## config.mk

```make
export PLATFORM = sky130hd
export DESIGN_NAME = typed_field_magic_test_core
export DESIGN_NICKNAME = d
export VERILOG_FILES = /design/src/sv/tmt_pkg.sv /design/src/sv/typed_field_magic_test_core.sv
export SDC_FILE = /design/constraint.sdc
export NUM_CORES = 1
export LEC_CHECK = 0
export ABC_AREA = 0
export BUFFER_PORTS_ARGS = -buffer_cell sky130_fd_sc_hd__buf_4
export CAP_MARGIN = 20
export CORE_MARGIN = 2
export CORE_UTILIZATION = 49
export CTS_BUF_LIST = sky130_fd_sc_hd__clkbuf_4 sky130_fd_sc_hd__clkbuf_8 sky130_fd_sc_hd__clkbuf_16
export DETAILED_ROUTE_END_ITERATION = 8
export PLACE_DENSITY_LB_ADDON = 0.1
export SYNTH_ARGS = -nofsm -noshare
export SYNTH_HDL_FRONTEND = slang
export SYNTH_SLANG_ARGS = --single-unit
```

## constraint.sdc

```tcl
create_clock -name clk -period 8.3 [get_ports clk]
set_clock_uncertainty 0.1 [all_clocks]
set_input_delay 0.415 -clock clk [delete_from_list [all_inputs] [get_ports clk]]
set_output_delay 0.415 -clock clk [all_outputs]
set_load 0.01 [all_outputs]
```

## src/sv/tmt_pkg.sv

```systemverilog
// shared types and constants for the typed field magic test core
`default_nettype none

package tmt_pkg;

  // field widths of the input and result beats
  localparam int unsigned WindowW = 64;
  localparam int unsigned AvailW  = 4;
  localparam int unsigned WcodeW  = 2;
  localparam int unsigned ModeW   = 3;
  localparam int unsigned StatusW = 2;

  // packed stream widths, padded to whole bytes
  localparam int unsigned InFieldsW  = 2 * WindowW + AvailW + WcodeW + ModeW + 4;
  localparam int unsigned InDataW    = ((InFieldsW + 7) / 8) * 8;
  localparam int unsigned OutFieldsW = StatusW + AvailW;
  localparam int unsigned OutDataW   = ((OutFieldsW + 7) / 8) * 8;

  // cap on bytes_available: the eight bytes of the window
  localparam logic [AvailW-1:0] MaxAvail = AvailW'(8);

  // comparison operators
  typedef enum logic [ModeW-1:0] {
    MODE_NONE = 3'd0,
    MODE_EQ   = 3'd1,
    MODE_LT   = 3'd2,
    MODE_GT   = 3'd3,
    MODE_SET  = 3'd4,
    MODE_CLR  = 3'd5
  } mode_t;

  // field width codes
  typedef enum logic [WcodeW-1:0] {
    WIDTH_1 = 2'd0,
    WIDTH_2 = 2'd1,
    WIDTH_4 = 2'd2,
    WIDTH_8 = 2'd3
  } width_t;

  // result status
  typedef enum logic [StatusW-1:0] {
    ST_FAIL  = 2'd0,
    ST_MATCH = 2'd1,
    ST_ERROR = 2'd2
  } status_t;

  // one input beat, declared from the highest field down
  typedef struct packed {
    logic                negate;
    logic                invert;
    logic [ModeW-1:0]    mode;
    logic [WindowW-1:0]  test_value;
    logic                signed_mode;
    logic                big_endian;
    logic [WcodeW-1:0]   width_code;
    logic [AvailW-1:0]   bytes_available;
    logic [WindowW-1:0]  window;
  } in_beat_t;

  // one result beat
  typedef struct packed {
    logic [AvailW-1:0] consumed_bytes;
    status_t           status;
  } out_beat_t;

endpackage

`default_nettype wire

```

## src/sv/typed_field_magic_test_core.sv

```systemverilog
// typed numeric field test core: field extraction, extension and compare
//
// Usage: one input beat on s_axis carries an eight-byte window of file data
// at the test offset, the bytes left, the field width code, byte order,
// signedness, a 64-bit test value, the operator and the invert and negate
// flags. Each input beat gives exactly one result beat on m_axis with a
// status (fail, match, or error when too few bytes remain) and the number
// of bytes the field consumed on a match.
// Pipeline: input register, then result register with the whole test in
// between.
// Throughput: one beat per cycle while m_tready stays high; the 64-bit
// negate and magnitude compare between the two registers set the path.
// Reset: rst clears both valid flags; no beats are held afterwards.
// Stall: when m_tready is low the result holds; the input register keeps
// filling and s_tready drops once both stages are full, so no beat is lost.
`default_nettype none

module typed_field_magic_test_core (
  input  wire                               clk,
  input  wire                               rst,
  // fields from bit 0: window[63:0], bytes_available[67:64],
  // width_code[69:68], big_endian[70], signed_mode[71], test_value[135:72],
  // mode[138:136], invert[139], negate[140], zero pad
  input  wire  [tmt_pkg::InDataW-1:0]       s_axis_tdata,
  input  wire                               s_axis_tvalid,
  output logic                              s_axis_tready,
  // fields from bit 0: status[1:0], consumed_bytes[5:2], zero pad
  output logic [tmt_pkg::OutDataW-1:0]      m_axis_tdata,
  output logic                              m_axis_tvalid,
  input  wire                               m_axis_tready
);

  localparam logic [tmt_pkg::WindowW-1:0] Sign64 = {1'b1, {(tmt_pkg::WindowW-1){1'b0}}};

  // pipeline advance control
  logic advance;
  logic in_valid;
  tmt_pkg::in_beat_t in_beat;

  assign advance       = !m_axis_tvalid || m_axis_tready;
  assign s_axis_tready = !in_valid || advance;

  // input register
  always_ff @(posedge clk) begin
    if (rst) begin
      in_valid <= 1'b0;
    end else if (s_axis_tready) begin
      in_valid <= s_axis_tvalid;
    end
  end

  always_ff @(posedge clk) begin
    if (s_axis_tready && s_axis_tvalid) begin
      in_beat <= tmt_pkg::in_beat_t'(s_axis_tdata[tmt_pkg::InFieldsW-1:0]);
    end
  end

  // field width and byte check
  logic [tmt_pkg::AvailW-1:0] nbytes;
  logic [tmt_pkg::AvailW-1:0] avail_sat;
  logic                       short_data;

  assign nbytes     = tmt_pkg::AvailW'(1) << in_beat.width_code;
  assign avail_sat  = (in_beat.bytes_available > tmt_pkg::MaxAvail) ?
                      tmt_pkg::MaxAvail : in_beat.bytes_available;
  assign short_data = avail_sat < nbytes;

  // field extraction in the chosen byte order, then extension
  logic [63:0] w;
  logic [63:0] field_raw;
  logic [63:0] field_ext;
  logic [63:0] field_val;

  assign w = in_beat.window;

  always_comb begin
    case (tmt_pkg::width_t'(in_beat.width_code))
      tmt_pkg::WIDTH_1: begin
        field_raw = {56'd0, w[7:0]};
        field_ext = {{56{w[7] & in_beat.signed_mode}}, field_raw[7:0]};
      end
      tmt_pkg::WIDTH_2: begin
        field_raw = in_beat.big_endian ? {48'd0, w[7:0], w[15:8]} : {48'd0, w[15:0]};
        field_ext = {{48{field_raw[15] & in_beat.signed_mode}}, field_raw[15:0]};
      end
      tmt_pkg::WIDTH_4: begin
        field_raw = in_beat.big_endian ?
                    {32'd0, w[7:0], w[15:8], w[23:16], w[31:24]} : {32'd0, w[31:0]};
        field_ext = {{32{field_raw[31] & in_beat.signed_mode}}, field_raw[31:0]};
      end
      default: begin
        field_raw = in_beat.big_endian ?
                    {w[7:0], w[15:8], w[23:16], w[31:24],
                     w[39:32], w[47:40], w[55:48], w[63:56]} : w;
        field_ext = field_raw;
      end
    endcase
  end

  // negate on the signed path only
  assign field_val = (in_beat.signed_mode && in_beat.negate) ? (64'd0 - field_ext) : field_ext;

  // comparison, signed by flipping the sign bits
  logic [63:0] test_key;
  logic [63:0] field_key;
  logic        cmp_ok;
  logic        ok;

  assign test_key  = in_beat.signed_mode ? (in_beat.test_value ^ Sign64) : in_beat.test_value;
  assign field_key = in_beat.signed_mode ? (field_val ^ Sign64) : field_val;

  always_comb begin
    case (tmt_pkg::mode_t'(in_beat.mode))
      tmt_pkg::MODE_EQ:  cmp_ok = in_beat.test_value == field_val;
      tmt_pkg::MODE_LT:  cmp_ok = test_key < field_key;
      tmt_pkg::MODE_GT:  cmp_ok = test_key > field_key;
      tmt_pkg::MODE_SET: cmp_ok = (in_beat.test_value & field_val) == in_beat.test_value;
      tmt_pkg::MODE_CLR: cmp_ok = (~in_beat.test_value & field_val) == 64'd0;
      default:           cmp_ok = 1'b0;
    endcase
  end

  assign ok = cmp_ok ^ in_beat.invert;

  // result beat
  tmt_pkg::out_beat_t res_next;
  tmt_pkg::out_beat_t res;

  always_comb begin
    if (short_data) begin
      res_next.status         = tmt_pkg::ST_ERROR;
      res_next.consumed_bytes = '0;
    end else if (ok) begin
      res_next.status         = tmt_pkg::ST_MATCH;
      res_next.consumed_bytes = nbytes;
    end else begin
      res_next.status         = tmt_pkg::ST_FAIL;
      res_next.consumed_bytes = '0;
    end
  end

  // result register
  always_ff @(posedge clk) begin
    if (rst) begin
      m_axis_tvalid <= 1'b0;
    end else if (advance) begin
      m_axis_tvalid <= in_valid;
    end
  end

  always_ff @(posedge clk) begin
    if (advance && in_valid) begin
      res <= res_next;
    end
  end

  assign m_axis_tdata = {{(tmt_pkg::OutDataW - tmt_pkg::OutFieldsW){1'b0}}, res};

  // a held input beat is kept while the result side stalls
  a_in_hold: assert property (@(posedge clk) disable iff (rst)
    (in_valid && !advance) |=> (in_valid && $stable(in_beat)))
    else $error("input register lost a beat during stall");

  // a match always reports a legal field width, anything else reports zero
  a_consumed: assert property (@(posedge clk) disable iff (rst)
    m_axis_tvalid |-> ((res.status == tmt_pkg::ST_MATCH) ?
      (res.consumed_bytes == 4'd1 || res.consumed_bytes == 4'd2 ||
       res.consumed_bytes == 4'd4 || res.consumed_bytes == 4'd8) :
      (res.consumed_bytes == 4'd0)))
    else $error("consumed byte count does not agree with status");

  // a beat in the input register reaches the output when the output is free
  a_flow: assert property (@(posedge clk) disable iff (rst)
    (in_valid && advance) |=> m_axis_tvalid)
    else $error("accepted beat did not reach the result register");

  // no status code beyond error
  a_status: assert property (@(posedge clk) disable iff (rst)
    m_axis_tvalid |-> (res.status != 2'd3))
    else $error("undefined status code on output");

endmodule

`default_nettype wire
```

==> results_dict.tcl <==
set metrics [dict create \
    max_slew_margin 0.215 \
    clock_latency_ns 0.47 \
    required_ns 8.39 \
    synthCells 1772 \
    grt-ovfl-total 0 \
    hold-worst-slack_ns 0.0116 \
    min_path_type "in2reg" \
    rows 65 \
    grt_max_degree 82 \
    synth_cell_types 102 \
    synth_flop_cell "edfxtp_1" \
    setup_violations 0 \
    worst_pin_slew_ns 1.17 \
    cp_slowest_cell "or4_4" \
    min_period_over_period 0.950 \
    gp_congestion 1.03 \
    syn_area_per_cell_sq_um 8.93 \
    synthTopCellsByCount "192 x ha_1, 147 x edfxtp_1, 138 x inv_1" \
    routed_via_density 6.47 \
    post_drt_wl_per_cell_um 26.5 \
    area_growth_pct 13.7 \
    io_buffers 152 \
    drc 1 \
    synth-warning-count 0 \
    ys_ff_latch 149 \
    grt_pass1_vias 14100 \
    cts_tree "built" \
    cts_resized 0 \
    yosysTopAreaCellShare 0.279 \
    async_flop_share 0 \
    p_per_area_nw_per_um2 149 \
    netlist_area_sq_um 15800 \
    violations "DRC" \
    dieWidth_um 184 \
    root_buffer "clkbuf_16" \
    ys_seq_area_frac 0.282 \
    path_clk_slew_ns 0.07 \
    cts.sinks 149 \
    grt_usage 0.366 \
    dpl.hpwl_um 49800 \
    routed_wl_um 61600 \
    yosys.area.top_type "edfxtp_1" \
    cts_inserted_buffers 17 \
    dr_total_vias 15000 \
    status "finished, violations left" \
    cp_max_fo 46 \
    yosysMostFrequentCell "ha_1" \
    rsz0062_at_grt "no" \
    ctsLongestPathBuffers 2 \
    h-tree-depth 4 \
    dieArea_sq_um 33700 \
    grt_pass1_wl_um 89500 \
    cp-end-kind "flop" \
    irDropWorstVdd_uv 163 \
    antenna_found_initial 1 \
    synth_edf_count 147 \
    cpMostUsedCell "nor4_1" \
    ant_nets 0 \
    crit_arrival_ns 7.98 \
    post_cts_buffers 0 \
    die_y_um 184 \
    design.core.area_sq_um 31600 \
    max_stage_delay_ns 0.58 \
    netlist_top_cells_area "edfxtp_1 28%, ha_1 15%, xnor2_1 5.0%, mux2i_1 4.2%, inv_1 3.3%" \
    holdBufCountCts 1 \
    worstSetupPathType "reg2reg" \
    fin_crit_ns 7.89 \
    hold_viol 0 \
    initial_core_util 0.500 \
    antennaDiodeCount 0 \
    drive_above_1_share 0.152 \
    setup-tns-final_ns 0 \
    cp-start-kind "flop" \
    fill_cells 2891 \
    drv_cap 0 \
    drtIter0Drc 1946 \
    timing.fmax_mhz 127 \
    leakagePower_nw 7.71 \
    slew_viol_final 0 \
    ios 158 \
    final_net_count 2249 \
    firstDrtPassIters 9 \
]
[final timing paths]
check | from | endpoint | slack [ns] | depth (start not counted)
max | in_beat[70] | m_axis_tdata[3] | 0.41 | 28
min | s_axis_tdata[97] | in_beat[97] | 0.01 | 1
max reg2reg | in_beat[70] | m_axis_tdata[3] | 0.41 | 28
min reg2reg | in_valid | m_axis_tvalid | 0.42 | 2
[cell families after synthesis]
family          after synthesis  share of synthesized area
compound gates              432                      0.191
xor+xnor                    121                     0.0678
fa+ha+maj                   193                      0.152
buf+inv                     233                     0.0656
flops                       149                      0.282
mux                          75                     0.0481
other cells                   1                   0.000237
simple gates                568                      0.193
[layout by cell type (no fill, tap or decap), types with 8 or more instances in the layout]
master     netlist  layout
a221oi_1         8       8
xnor2_1         90      90
o21ai_1         11      11
and2_1          20      19
clkbuf_16        0      17
nor2_1         121     119
ha_1           192     192
or4_1           17      17
a211oi_1        15      15
or3_1           16      16
nand3_1         34      34
a21oi_1         90      90
xor2_1          30      30
or2_2           11      11
a31oi_1         36      36
nand2_1         95      94
o21ai_0         63      63
inv_1          138     138
a221o_1         10      10
nor2b_1         23      23
nor4_1          45      45
nand4_1         60      60
nand2b_1        21      21
mux2i_1         67      67
a2111oi_0        9       9
and3_1          22      22
o22ai_1         21      21
o31ai_1          9       9
edfxtp_1       147     147
a32oi_1          8       8
a21o_1          41      41
buf_4            6     205
nor3_1          50      50
[per-stage QoR]
stage | setup slack [ns] | std cells | total power, W | cell area [sq um] | utilization
3_3_place_gp | 0.753 | 2290 | 0.00191 | 17400 | 0.551
5_1_grt | 0.0492 | 2324 | 0.00281 | 18000 | 0.569
6_report | 0.413 | 2324 | 0.00268 | 18000 | 0.569
2_1_floorplan | 1.80 | 1773 | 0.00156 | 15800 | -
3_5_place_dp | 0.678 | 2290 | 0.00192 | 17400 | 0.551
4_1_cts | 0.607 | 2323 | 0.00267 | 18000 | 0.569
[registers in the layout, summed over array words and instances, names as in the netlist]
signal / count
m_axis_tdata: 6
in_valid: 1
m_axis_tvalid: 1
w: 64
in_beat: 77
[final cells by class]
cell class,count,area (sq um),area share
repair buffers,210,1610,0.0897
clock buffers,17,425,0.0236
clock inverters,15,120,0.00668
multi-input cells,1391,10300,0.575
well taps,402,503,0.0280
inverters,140,526,0.0292
flip-flops and latches,149,4450,0.248
[worst max-delay path, delay by kind of cell (launching register included)]
kind            cells  cell delay (ns)
compound gates     10             2.40
fa+ha+maj           2             0.45
buf+inv             5             0.85
flops               1             0.50
mux                 1             0.24
simple gates       10             3.02
[where the power goes]
| group | total (W) | internal (W) | switching (W) |
|---|---|---|---|
| logic | 0.00100 | 0.000374 | 0.000626 |
| registers | 0.000942 | 0.000880 | 0.0000620 |
| clock network | 0.000742 | 0.000387 | 0.000355 |
| total | 0.00268 | 0.00164 | 0.00104 |
[metal layers]
layer / vias to the layer above / track usage / share of wire
met5: - / 0 / 0
met1: 7194 / 0.479 / 0.41
li1: 6873 / - / -
met4: 0 / 0.180 / 0.054
met3: 164 / 0.0846 / 0.094
met2: 800 / 0.569 / 0.44
(Power assumes the default switching activity.)
